File: src/sv/ctfr_pkg.sv
// ----------------------------------------------------------------------------
// ctfr_pkg
// Shared types, constants and the CRC-8 byte update for the TLV frame
// receiver.
// ----------------------------------------------------------------------------
package ctfr_pkg;

   // Largest payload a frame may declare, used as the default size.
   localparam int DEF_MAX_PAYLOAD = 256;

   // Width of the register index on the configuration port.
   localparam int CSR_INDEX_W = 8;

   // CRC-8 generator polynomial (x^8 + x^2 + x + 1), no reflection, no final xor.
   localparam logic [7:0] CRC_POLY = 8'h07;

   // Delimiter values after reset.
   localparam logic [7:0] START_DELIM_RESET = 8'hAA;
   localparam logic [7:0] END_DELIM_RESET   = 8'h55;

   // Configuration register indexes.
   typedef enum logic [CSR_INDEX_W-1:0] {
      CSR_START_DELIM = 8'd0,
      CSR_END_DELIM   = 8'd1
   } csr_index_type;

   // Event codes carried on each result.
   typedef enum logic [2:0] {
      EV_NONE   = 3'd0,
      EV_HEADER = 3'd1,
      EV_DATA   = 3'd2,
      EV_GOOD   = 3'd3,
      EV_CRCERR = 3'd4,
      EV_NOEND  = 3'd5,
      EV_BADLEN = 3'd6
   } event_type;

   // One result item.
   typedef struct packed {
      event_type   event_res;
      logic [7:0]  frame_type;
      logic [15:0] frame_length;
      logic [7:0]  data_byte;
      logic [7:0]  byte_index;
   } result_type;

   // Advance the CRC by one byte, MSB first.
   function automatic logic [7:0] crc8_update(input logic [7:0] crc, input logic [7:0] data);
      logic [7:0] v;
      v = crc ^ data;
      for (int i = 0; i < 8; i++) begin
         if (v[7]) begin
            v = {v[6:0], 1'b0} ^ CRC_POLY;
         end else begin
            v = {v[6:0], 1'b0};
         end
      end
      return v;
   endfunction

endpackage

File: src/sv/crc8_tlv_frame_receiver.sv
// A transferred byte is held in the input register, stepped through the parser and
// written into the result buffer, whose head drives the result ports.
// One byte per cycle unless stalled; CRC update and phase logic are combinational.
// The input register stalls only when it holds a byte and both result slots are full.
// Synchronous active-high reset clears the frame state and both result slots,
// and sets the delimiters to 0xAA (start) and 0x55 (end).
// ----------------------------------------------------------------------------
// crc8_tlv_frame_receiver
// Receives one byte per transfer, recognizes start/type/length/payload/CRC/end
// frames with an incremental CRC-8, and reports one event per byte.
// ----------------------------------------------------------------------------
module crc8_tlv_frame_receiver
   import ctfr_pkg::*;
#(
   parameter int MAX_PAYLOAD = DEF_MAX_PAYLOAD
) (
   input  logic                   clock,
   input  logic                   reset,
   // Byte input channel
   input  logic                   req_valid,
   output logic                   req_stall,
   input  logic [7:0]             req_rx_byte,
   // Result channel
   output logic                   rsp_valid,
   input  logic                   rsp_stall,
   output logic [2:0]             rsp_event_res,
   output logic [7:0]             rsp_frame_type,
   output logic [15:0]            rsp_frame_length,
   output logic [7:0]             rsp_data_byte,
   output logic [7:0]             rsp_byte_index,
   // Configuration write channel
   input  logic                   csr_valid,
   output logic                   csr_ready,
   input  logic [CSR_INDEX_W-1:0] csr_index,
   input  logic [7:0]             csr_data
);

   logic       in_valid_ff, in_valid_in;
   logic [7:0] in_byte_ff;
   logic [7:0] start_delim_ff;
   logic [7:0] end_delim_ff;
   logic       req_xfer;
   logic       advance;
   logic       skid_full;
   result_type step_result;
   result_type head;

   // Configuration registers; writes are always taken.
   assign csr_ready = 1'b1;

   always_ff @(posedge clock) begin
      if (reset) begin
         start_delim_ff <= START_DELIM_RESET;
         end_delim_ff   <= END_DELIM_RESET;
      end else if (csr_valid && csr_ready) begin
         if (csr_index == CSR_START_DELIM) begin
            start_delim_ff <= csr_data;
         end
         if (csr_index == CSR_END_DELIM) begin
            end_delim_ff <= csr_data;
         end
      end
   end

   // Input register: refills in the same cycle its byte moves on.
   assign req_stall   = in_valid_ff && skid_full;
   assign req_xfer    = req_valid && !req_stall;
   assign advance     = in_valid_ff && !skid_full;
   assign in_valid_in = req_xfer ? 1'b1 : (advance ? 1'b0 : in_valid_ff);

   always_ff @(posedge clock) begin
      if (reset) begin
         in_valid_ff <= 1'b0;
      end else begin
         in_valid_ff <= in_valid_in;
      end
   end

   always_ff @(posedge clock) begin
      if (req_xfer) begin
         in_byte_ff <= req_rx_byte;
      end
   end

   // Frame recognizer.
   ctfr_parser #(
      .MAX_PAYLOAD (MAX_PAYLOAD)
   ) u_parser (
      .clock       (clock),
      .reset       (reset),
      .step        (advance),
      .rx_byte     (in_byte_ff),
      .start_delim (start_delim_ff),
      .end_delim   (end_delim_ff),
      .result      (step_result)
   );

   // Result buffer.
   ctfr_skid u_skid (
      .clock     (clock),
      .reset     (reset),
      .push      (advance),
      .push_data (step_result),
      .pop_stall (rsp_stall),
      .out_valid (rsp_valid),
      .out_data  (head),
      .full      (skid_full)
   );

   assign rsp_event_res    = head.event_res;
   assign rsp_frame_type   = head.frame_type;
   assign rsp_frame_length = head.frame_length;
   assign rsp_data_byte    = head.data_byte;
   assign rsp_byte_index   = head.byte_index;

endmodule

File: src/sv/ctfr_parser.sv
// ----------------------------------------------------------------------------
// ctfr_parser
// Frame recognizer: phase state machine, held header fields, payload counter
// and running CRC. Produces one result for every byte stepped through it.
// ----------------------------------------------------------------------------
module ctfr_parser
   import ctfr_pkg::*;
#(
   parameter int MAX_PAYLOAD = DEF_MAX_PAYLOAD
) (
   input  logic       clock,
   input  logic       reset,
   input  logic       step,
   input  logic [7:0] rx_byte,
   input  logic [7:0] start_delim,
   input  logic [7:0] end_delim,
   output result_type result
);

   localparam int COUNT_W = $clog2(MAX_PAYLOAD + 1);

   typedef enum logic [6:0] {
      PH_WAIT = 7'b0000001,
      PH_TYPE = 7'b0000010,
      PH_LLO  = 7'b0000100,
      PH_LHI  = 7'b0001000,
      PH_DATA = 7'b0010000,
      PH_CRC  = 7'b0100000,
      PH_END  = 7'b1000000
   } phase_type;

   phase_type          phase_ff, phase_in;
   logic [7:0]         type_ff, type_in;
   logic [15:0]        len_ff, len_in;
   logic [COUNT_W-1:0] count_ff, count_in;
   logic [7:0]         crc_ff, crc_in;
   logic [7:0]         rcrc_ff, rcrc_in;

   logic [7:0]         crc_upd;
   logic [COUNT_W-1:0] count_inc;
   logic [15:0]        len_full;
   event_type          ev;
   logic [7:0]         dbyte;
   logic [7:0]         didx;

   assign crc_upd   = crc8_update(crc_ff, rx_byte);
   assign count_inc = count_ff + COUNT_W'(1);
   assign len_full  = {rx_byte, len_ff[7:0]};

   // Next state and result for the byte at hand.
   always_comb begin
      phase_in = phase_ff;
      type_in  = type_ff;
      len_in   = len_ff;
      count_in = count_ff;
      crc_in   = crc_ff;
      rcrc_in  = rcrc_ff;
      ev       = EV_NONE;
      dbyte    = '0;
      didx     = '0;
      unique case (phase_ff)
         PH_TYPE: begin
            type_in  = rx_byte;
            crc_in   = crc_upd;
            phase_in = PH_LLO;
         end
         PH_LLO: begin
            len_in   = {8'h00, rx_byte};
            crc_in   = crc_upd;
            phase_in = PH_LHI;
         end
         PH_LHI: begin
            len_in   = len_full;
            crc_in   = crc_upd;
            count_in = '0;
            if (len_full > 16'(MAX_PAYLOAD)) begin
               ev       = EV_BADLEN;
               phase_in = PH_WAIT;
            end else begin
               ev       = EV_HEADER;
               phase_in = (len_full == 16'h0000) ? PH_CRC : PH_DATA;
            end
         end
         PH_DATA: begin
            ev       = EV_DATA;
            dbyte    = rx_byte;
            didx     = 8'(count_ff);
            crc_in   = crc_upd;
            count_in = count_inc;
            if (16'(count_inc) >= len_ff) begin
               phase_in = PH_CRC;
            end
         end
         PH_CRC: begin
            rcrc_in  = rx_byte;
            phase_in = PH_END;
         end
         PH_END: begin
            if (rx_byte != end_delim) begin
               ev = EV_NOEND;
            end else if (crc_ff == rcrc_ff) begin
               ev = EV_GOOD;
            end else begin
               ev = EV_CRCERR;
            end
            phase_in = PH_WAIT;
         end
         default: begin
            // Waiting for a start delimiter; other bytes are dropped.
            phase_in = PH_WAIT;
            if (rx_byte == start_delim) begin
               crc_in   = '0;
               phase_in = PH_TYPE;
            end
         end
      endcase
   end

   // Result shows the held fields after this byte.
   always_comb begin
      result.event_res    = ev;
      result.frame_type   = type_in;
      result.frame_length = len_in;
      result.data_byte    = dbyte;
      result.byte_index   = didx;
   end

   // State registers advance once per byte.
   always_ff @(posedge clock) begin
      if (reset) begin
         phase_ff <= PH_WAIT;
         type_ff  <= '0;
         len_ff   <= '0;
         count_ff <= '0;
         crc_ff   <= '0;
         rcrc_ff  <= '0;
      end else if (step) begin
         phase_ff <= phase_in;
         type_ff  <= type_in;
         len_ff   <= len_in;
         count_ff <= count_in;
         crc_ff   <= crc_in;
         rcrc_ff  <= rcrc_in;
      end
   end

endmodule

File: src/sv/ctfr_skid.sv
// ----------------------------------------------------------------------------
// ctfr_skid
// Two-entry result buffer. Holds finished results while the consumer stalls,
// so the parser can keep going without a combinational path from the stall.
// ----------------------------------------------------------------------------
module ctfr_skid
   import ctfr_pkg::*;
(
   input  logic       clock,
   input  logic       reset,
   input  logic       push,
   input  result_type push_data,
   input  logic       pop_stall,
   output logic       out_valid,
   output result_type out_data,
   output logic       full
);

   result_type entry_ff [2];
   logic       wr_ptr_ff, wr_ptr_in;
   logic       rd_ptr_ff, rd_ptr_in;
   logic [1:0] count_ff, count_in;
   logic       pop;

   assign out_valid = (count_ff != 2'd0);
   assign out_data  = entry_ff[rd_ptr_ff];
   assign full      = (count_ff == 2'd2);
   assign pop       = out_valid && !pop_stall;

   // Pointer and occupancy bookkeeping.
   always_comb begin
      wr_ptr_in = push ? ~wr_ptr_ff : wr_ptr_ff;
      rd_ptr_in = pop ? ~rd_ptr_ff : rd_ptr_ff;
      count_in  = count_ff + {1'b0, push} - {1'b0, pop};
   end

   always_ff @(posedge clock) begin
      if (reset) begin
         wr_ptr_ff <= 1'b0;
         rd_ptr_ff <= 1'b0;
         count_ff  <= 2'd0;
      end else begin
         wr_ptr_ff <= wr_ptr_in;
         rd_ptr_ff <= rd_ptr_in;
         count_ff  <= count_in;
      end
   end

   // Result storage; no reset needed.
   always_ff @(posedge clock) begin
      if (push) begin
         entry_ff[wr_ptr_ff] <= push_data;
      end
   end

endmodule

File: config.mk
export PLATFORM = sky130hd
export DESIGN_NAME = crc8_tlv_frame_receiver
export DESIGN_NICKNAME = d
export VERILOG_FILES = /design/src/sv/ctfr_pkg.sv /design/src/sv/crc8_tlv_frame_receiver.sv /design/src/sv/ctfr_parser.sv /design/src/sv/ctfr_skid.sv
export SDC_FILE = /design/constraint.sdc
export NUM_CORES = 1
export LEC_CHECK = 0
export BUFFER_PORTS_ARGS = -buffer_cell sky130_fd_sc_hd__buf_2
export CAP_MARGIN = 10
export CORE_MARGIN = 3
export CORE_UTILIZATION = 35
export DETAILED_ROUTE_END_ITERATION = 6
export GPL_TIMING_DRIVEN = 0
export PLACE_DENSITY = 0.6
export SETUP_SLACK_MARGIN = 0.4
export SYNTH_ARGS = -nofsm -noshare
export SYNTH_HDL_FRONTEND = slang
export SYNTH_SLANG_ARGS = --single-unit
File: constraint.sdc
create_clock -name clock -period 6.5 [get_ports clock]
set_clock_uncertainty 0.2 [all_clocks]
set_input_delay 0.65 -clock clock [delete_from_list [all_inputs] [get_ports clock]]
set_output_delay 0.65 -clock clock [all_outputs]
set_load 0.1 [all_outputs]
======== Word level (Yosys, flattened, before mapping) ========
Memories as Yosys holds them, arrays and structs flattened. A register that Yosys moved wholly into a read port is not among the register bits.
Index checks and enable logic that the tools add are counted.
cells by class
  add/subtract/negate cells ............... 3
  multipliers ............................. 0
  div/mod/pow operators ................... 0
  order comparisons ....................... 2
  eq/ne operators ......................... 12
  shift operators ......................... 0
  muxes and demuxes ....................... 30
  bitwise gates (word level) .............. 12
  reductions and logical operators ........ 21
operators by type and width
  operator             number
  $pmux 7 s6           1
  $mux 3               11
  $mux 8               4
  $pmux 16 s2          1
  $not 3->3            8
  $pmux 9 s2           1
  $eq 8x8->1           2
  $ge 9x16->1          1
  $gt 16x9->1 const B  1
  $logic_not 16->1     1
  $pmux 8 s2           1
  $mux 7               2
  $reduce_and 2->1     5
  $add 9x1->9 const B  1
  $pmux 3 s3           1
  $eq 8x1->1 const B   1
  $logic_not 8->1      1
  $ne 8x8->1           1
  $reduce_bool 2->1    4
  $xor 8x8->8          1
  $eq 7x2->1 const B   1
  $eq 7x3->1 const B   1
  $eq 7x4->1 const B   1
  $eq 7x5->1 const B   1
  other kinds (15)     27
word-level totals
  bits in registers ....................... 85
  latch bits .............................. 0
  bits in writable memories ............... 86
  bits in read-only memories .............. 0
  input bits .............................. 29
  output and inout port bits .............. 46
  memories kept ........................... 1
memory list
  memory           depth  width  rd ports  clocked after memory_dff  write ports  line             RTL
  u_skid.entry_ff  2      43     1         1                         1            ctfr_skid.sv:19  result_type entry_ff [2];

======== Depth between registers and ports, before layout ========
Gate-level depths: netlist of the first run.
  depth after elaboration ................. 18
  mapped depth ............................ 11
  depth with buffers taken out ............ 11

======== Cells and area by module ========
From an unflattened synthesis of the first run, not the netlist that was laid out.
second synthesis, totals
  cells, all modules ...................... 659
  area total of the unflattened synthesis .. 8,145.3 sq um
by module, submodules not included
  module                   times used  cells each  area an instance (sq um)  sequential area each (sq um)
  ctfr_parser              1           414         3,602.2                   1,121.1
  ctfr_skid                1           157         3,518.4                   2,682.6
  crc8_tlv_frame_receiver  1           88          1,024.7                   580.6

======== Least setup slack after synthesis of the first run ========
No wires, ideal clock.
  path kind ............................... register to register
  start point ............................. register u_skid.count_ff[1]
  end point ............................... memory u_skid.entry_ff[0][0] (netlist name) (enable)
  arrival ................................. 2,868 ps
  data required time ...................... 5,856 ps
  setup slack ............................. 2,988 ps
  cell stages (with the launch flop) ...... 6
  period minus slack after synthesis ...... 3,512 ps
  path through ............................ dfxtp_1 nor2b_1 nand2b_1 clkbuf_1 buf_1 nor2_1
between the ends
  word-level cells in the longest chain between the ends .. 5
RTL lines
  element                       line                           RTL
  start, declared               ctfr_skid.sv:22                logic [1:0] count_ff, count_in;
  start signal, assigned        ctfr_skid.sv:45                count_ff <= count_in;
  $eq 2x2->1                    ctfr_skid.sv:27                assign full = (count_ff == 2'd2);
  $logic_not 1->1               crc8_tlv_frame_receiver.sv:68  assign advance = in_valid_ff && !skid_full;
  $logic_and 1x1->1             crc8_tlv_frame_receiver.sv:68
  $mux 1                        ctfr_skid.sv:51                if (push) begin
  $mux 1 (not written as such)  ctfr_skid.sv:52                entry_ff[wr_ptr_ff] <= push_data;
  end, declared                 ctfr_skid.sv:19
Every way passes these cells.

==> results of run 1 <==
[cell usage after synthesis (2+ instances only)]
library cell  count  area, um2
a22oi_1          14        105
xnor2_1          40        350
nand2b_1          8       50.1
buf_4             2       15.0
xor2_1           18        158
inv_1            20       75.1
nor2_1           71        267
edfxtp_1         94       2820
nor4_1            9       56.3
nor4b_1           4       35.0
ha_1             12        150
a211o_1           9       78.8
o21ai_0          18       90.1
o21ai_1           2       10.0
mux2_2           59        664
o21a_1            2       15.0
nor2b_1           9       56.3
nand4_1           4       25.0
buf_2             8       40.0
or4_1             4       30.0
nand2_1          45        169
nor3_2            2       20.0
nor3_1            4       20.0
and2_1           19        119
nand3_1          15       75.1
a21oi_1          25        125
a311oi_1          6       52.6
or3_1             2       12.5
buf_1             4       15.0
a22o_1            8       70.1
mux2i_1          18        180
clkbuf_1         26       97.6
dfxtp_1          78       1560
[cells by family after synthesis]
family / Yosys count / share of synthesized area, %
AO/OA/AOI/OAI: 92 / 7.83
adder cells (fa/ha/maj): 12 / 1.92
buffers and inverters: 61 / 3.16
other: 1 / 0.0481
flip-flops: 172 / 56.2
AND/OR/NAND/NOR: 206 / 13.2
XOR/XNOR: 59 / 6.80
multiplexers: 77 / 10.8
[final cells by class]
class                   instances  area [um2]
plain buffers                  40         168
clock buffers                  17         425
clock inverters                15         179
fillers                      2074       12300
inverters                      21        78.8
multi-input cells             447        3180
flip-flops and latches        172        4380
well taps                     275         344
repair buffers                 74         400
[registers in the layout, summed over array words and instances, names as in the netlist, named ones only]
name,flops
u_parser.crc_ff,8
in_valid_ff,1
u_parser.rcrc_ff,8
u_skid.wr_ptr_ff,1
u_skid.entry_ff,86
u_skid.count_ff,2
start_delim_ff,8
u_parser.type_ff,8
u_parser.phase_ff,7
u_parser.len_ff,16
end_delim_ff,8
u_parser.count_ff,9
in_byte_ff,8
u_skid.rd_ptr_ff,1
[through the flow]
step	setup WS [ns]	power (mW)	hold slack [ns]	utilization, %
6_report	3.18	3.18	0.193	42.6
5_1_grt	3.03	3.30	0.178	42.6
4_1_cts	3.12	3.22	0.175	42.6
3_5_place_dp	3.48	2.17	0.247	39.8
3_3_place_gp	1.30	2.16	0.238	39.6
2_1_floorplan	2.99	2.01	0.233	-
[routing by layer]
layer  vias to the layer above  share of wire [%]
met1                      2592                 47
met3                        15                4.9
met5                         -                  0
met2                       132                 47
li1                       2616                  -
met4                         0               0.96
[worst min path at each step]
| stage | from | to | slack, ns |
|---|---|---|---|
| 2_1_floorplan | u_parser.type_ff[0] | u_parser.type_ff[0] | 0.23 |
| 4_1_cts | req_rx_byte[0] | in_byte_ff[0] | 0.17 |
| 5_1_grt | req_rx_byte[1] | in_byte_ff[1] | 0.18 |
| 3_5_place_dp | u_parser.type_ff[2] | u_parser.type_ff[2] | 0.25 |
| 3_3_place_gp | u_parser.type_ff[3] | u_parser.type_ff[3] | 0.24 |
| 6_report | req_rx_byte[0] | in_byte_ff[0] | 0.19 |
[where the power goes]
part | internal, mW | total (mW) | switching (mW)
Combinational | 0.186 | 0.914 | 0.729
Clock | 0.582 | 1.05 | 0.464
Sequential | 1.20 | 1.22 | 0.0200
==> impl_results.md, run 1 <==
* Leakage power at 3.32 nW
* Die Span X at 155 um
* WP buf/inv at 3
* Synth Area per Inst at 11.5 um2
* GR Util met3 at 3.25%
* Gr ovfl total at 0
* Core ar. at 21500 um2
* R2r setup slk at 3.43 ns
* Reg2Reg Launch Point: u_parser.count_ff[0]
* Critical Path Start Type: flip-flop
* Seq cells post-synth at 172
* Met1 usage at 20.8%
* DRC at 0
* Synth Warn # at 0
* Num CTS Buffers at 17
* Number of flops mapped to enable cells by yosys at 94
* Clk sink count at 172
* Vias in the first global route at 5263
* TNS Setup at 0 ns
* Design area at 9160 um2
* Antenna violations before repair at 0
* Vias per cell at 5.05
* Die area at 24100 um2
* Hold buffer count at CTS at 0
* Status: completed
* Commonest non-fill, non-tap cells in the layout: edfxtp_1 (94), buf_2 (80), dfxtp_1 (78), nor2_1 (70), mux2_2 (59)
* Fmax at 301 MHz
* Layout cells sized above 1 at 23.5%
* CTS Root Cell: clkbuf_16
* Mapped Area at 7800 um2
* Slew HR at 34.2%
* CP max FO at 10
* Core Rows at 53
* Die Y at 155 um
* Post-route antenna net violation count at 0
* Placed cell count at 1029
* Netlist cell types at 54
* Number of vias after detailed routing at 5355
* Gr usage total at 15.4%
* Post-CTS sizing at 0
* Setup CP Type: reg -> out
* P&R area growth vs syn at 17.4%
* First-pass GRT wire length at 28900 um
* GRT busiest layer: met2
* Worst-margin pin slew at 0.988 ns
* Clk slew on worst S/H paths at 0.07 ns
* Post-Route WL at 18100 um
* Post-DP Area at 8560 um2
* Endpoints failing setup at 0
* Cell depth of the worst setup path at 4
* HP Class: in -> reg
* Crit path max-delay family: buffers and inverters
* Final hold violation count at 0
* Cell count after synthesis at 680
* Post-CTS Setup Inserts at 0
* P per Cell Area at 347 nW/um2
* Initial Util at 36.3%
* Fin. max-slew vios at 0
* Antenna diodes at 0
* Most common cell after layout, fill and taps aside: edfxtp_1
* Synth async-reset ratio at 0%
* Max_cap viols at 0
* Sequential element share of the synthesized area at 56.2%
* Minimum clock period at 3.32 ns
* Maximum vdd drop at 0.208 mV
* RSZ-0062 raised after global routing: no
* I/O pin count at 75
* IO Port Bufs at 72
* Fin nets at 814
* Synth Net Count at 721
* CP max-delay cell: clkbuf_1
* Crit end category: output port
* Critical path, cell by cell: clkbuf_1 -> clkbuf_1 -> mux2_2 -> buf_2
* Crit path capture: rsp_byte_index[2]
* R2R cell count at 10
* Final HPWL DP at 12400 um
* Met2 GRT Util at 25.2%
* Largest net degree at the start of global routing at 33
* Final Non-Filler Cells at 1061
* Tcrit/Tclk final at 51.0%
* Hold path depth at 1
* H-tree Lvls at 4
* Gpl congestion at 0.827
* CP arrival at 2.47 ns
* Initial DRC count at 290
* Pre-antenna DRT Iters at 4
* Reg2Reg Capture Point: u_parser.phase_ff[2]
* Routed wire per std cell at 17.1 um
* Insertion delay to the later sink of the worst-skew pair at 0.43 ns
* Most used cell, CP: clkbuf_1
* Max clock buf depth at 2
* Max incr delay on CP at 0.55 ns
* Worst EP required at 5.65 ns
* CTS tree: built
* Ys flop type: edfxtp_1
Power figures use the tool's default switching activity.
==> run 2: changes to the inputs <==
--- a/config.mk
+++ b/config.mk
@@ -11,7 +11,7 @@
 export CORE_UTILIZATION = 35
 export DETAILED_ROUTE_END_ITERATION = 6
 export GPL_TIMING_DRIVEN = 0
-export PLACE_DENSITY = 0.6
+export PLACE_DENSITY = 0.62
 export SETUP_SLACK_MARGIN = 0.4
 export SYNTH_ARGS = -nofsm -noshare
 export SYNTH_HDL_FRONTEND = slang
==> constraint.sdc (replaced) <==
create_clock -name clock -period 2.79 [get_ports clock]
set_clock_uncertainty 0.2 [all_clocks]
set_input_delay 0.279 -clock clock [delete_from_list [all_inputs] [get_ports clock]]
set_output_delay 0.279 -clock clock [all_outputs]
set_load 0.1 [all_outputs]
==> run 2 against run 1 <==
  * Critical path depth rose by 6
  * Global-route usage barely moved
  * Hold slack got worse by 0.16 ns
  * Largest power group unchanged
  * First-iteration DRC count rose by 17%
  * Sequential power rose by 130%
  * Design area rose by 6.1%
  * Critical path type is now reg -> reg
  * Worst setup slack got worse by 2.9 ns
==> impl_results.md, run 2 (synthesis gave the netlist of run 1 again) <==
* Status: completed
* CTS tree: built
* Layout cells sized above 1 at 29.7%
* Antenna diodes at 0
* FILL cells at 2006
* Max_cap viols at 0
* Final Non-Filler Cells at 1092
* Most common cell after layout, fill and taps aside: edfxtp_1
* H-tree Lvls at 4
* Reg2Reg Capture Point: u_parser.phase_ff[3]
* Commonest non-fill, non-tap cells in the layout: edfxtp_1 (94), dfxtp_1 (73), nor2_1 (67), buf_2 (63), mux2_2 (59)
* Post-route antenna net violation count at 0
* Design area at 9710 um2
* Number of vias after detailed routing at 5402
* Core ar. at 21500 um2
* Critical Path Start Type: flip-flop
* Placed cell count at 1028
* Largest regs: u_skid.entry_ff (86), u_parser.len_ff (16), u_parser.count_ff (9)
* P per Cell Area at 763 nW/um2
* Insertion delay to the later sink of the worst-skew pair at 0.43 ns
* Gr ovfl total at 0
* First-pass GRT wire length at 29200 um
* Clk sink count at 172
* Worst EP required at 2.95 ns
* I/O pin count at 75
* HP Class: in -> reg
* Gr usage total at 15.4%
* Pre-antenna DRT Iters at 5
* Hold path depth at 4
* CTS Root Cell: clkbuf_16
* Fin. max-slew vios at 0
* Die area at 24100 um2
* Hold Startpoint: rsp_stall
* Met1 usage at 19.7%
* Fmax at 404 MHz
* IO Port Bufs at 72
* Reg area at 4400 um2
* Clk slew on worst S/H paths at 0.07 ns
* Crit end category: flip-flop
* Leakage power at 3.59 nW
* P&R area growth vs syn at 24.5%
* RSZ-0062 raised after global routing: yes
* GRT busiest layer: met2
* Vias per cell at 4.95
* Routed wire per std cell at 16.8 um
* Post-Route WL at 18400 um
* Top reg by flops: u_skid.entry_ff
* Number of flip-flops in the largest register at 86
* Initial Util at 36.3%
* Multi-input gate area at 3370 um2
* Reg2Reg Launch Point: u_parser.count_ff[0]
* R2r setup slk at 0.32 ns
* Post-DP Area at 8570 um2
* Gpl congestion at 0.863
* Final HPWL DP at 12100 um
* Initial DRC count at 339
* Total power at 7.41 mW
* Worst-margin pin slew at 0.704 ns
* Met2 GRT Util at 25.7%
* Vias in the first global route at 5485
* R2R cell count at 10
* Setup CP Type: reg -> reg
* Hold worst-path end: u_skid.rd_ptr_ff
* GR Util met3 at 3.67%
* Die Y at 155 um
* CP max FO at 5
* Antenna violations before repair at 0
* Max clock buf depth at 2
* DRC at 0
* Num CTS Buffers at 17
* Hold Slack at 0.0346 ns
* Core Rows at 53
* TNS Setup at 0 ns
* Largest net degree at the start of global routing at 32
* Final hold violation count at 0
* Maximum vdd drop at 0.430 mV
* Endpoints failing setup at 0
* CP arrival at 2.64 ns
* Fin nets at 845
* Tcrit/Tclk final at 88.7%
* Die Span X at 155 um
* Slew HR at 53.1%
* Minimum clock period at 2.47 ns
-- run 2: cell count changes in the layout (fill, tap and decap cells not counted), sizes merged --
cell	delta
dlygate4sd3	+17
buf	+15
and2	+1
bufinv	-1
clkbuf	-1
clkinv	-1
clkinvlp	+1
-- run 2: through the flow --
stage | setup WS (ns) | utilization (%)
after floorplan | 0.409 | -
after global placement | -0.322 | 39.8
after detailed placement | -0.290 | 39.9
after CTS | 0.267 | 44.7
after global routing | 0.205 | 45.2
final | 0.315 | 45.2
-- run 2: metal layers --
metal	vias to the layer above	wire, um
met1	2568	8140
met2	130	9010
met4	0	340
met5	-	0
li1	2685	-
met3	19	873
-- run 2: report_power, final --
part / internal (mW) / leakage [nW] / switching, mW
Clock: 1.26 / 0.279 / 1.05
Combinational: 0.543 / 1.79 / 1.71
Sequential: 2.79 / 1.52 / 0.0492
Total: 4.60 / 3.59 / 2.81
-- run 2: worst max-delay path by stage --
stage                              start  slack [ns]                     to
floorplan           u_parser.count_ff[4]        0.41   u_parser.phase_ff[0]
global placement      u_skid.count_ff[1]       -0.32  u_skid.entry_ff[0][4]
detailed placement    u_skid.count_ff[1]       -0.29  u_skid.entry_ff[1][1]
CTS                 u_parser.count_ff[0]        0.27   u_parser.phase_ff[0]
global route        u_parser.count_ff[0]        0.20   u_parser.phase_ff[3]
finish              u_parser.count_ff[0]        0.32   u_parser.phase_ff[3]
-- run 2: what timing repair did --
item	in CTS	in global routing
setup endpoints to repair	150	44
gates cloned	1	0
endpoints found under the hold margin	23	0
pin swaps	12	7
gates resized for setup	62	28
hold buffers	17	0
setup buffers	12	2
-- run 2: area by class of cell --
cell class	instances	share of cell area [%]
inverters	21	0.824
flip-flops and latches	172	45.3
repair buffers	104	7.51
clock inverters	14	1.55
plain buffers	40	2.13
well taps	275	3.54
clock buffers	18	4.42
multi-input cells	448	34.7
-- run 2: worst max-delay path, cell delays in order (launching register included) --
cell      delay [ns]
dfxtp_4         0.40
nand3_4         0.10
buf_4           0.16
xnor2_2         0.13
ha_1            0.27
o21a_1          0.10
o21ai_0         0.08
a221oi_2        0.36
o31ai_4         0.11
or4_1           0.40
o21ai_1         0.08
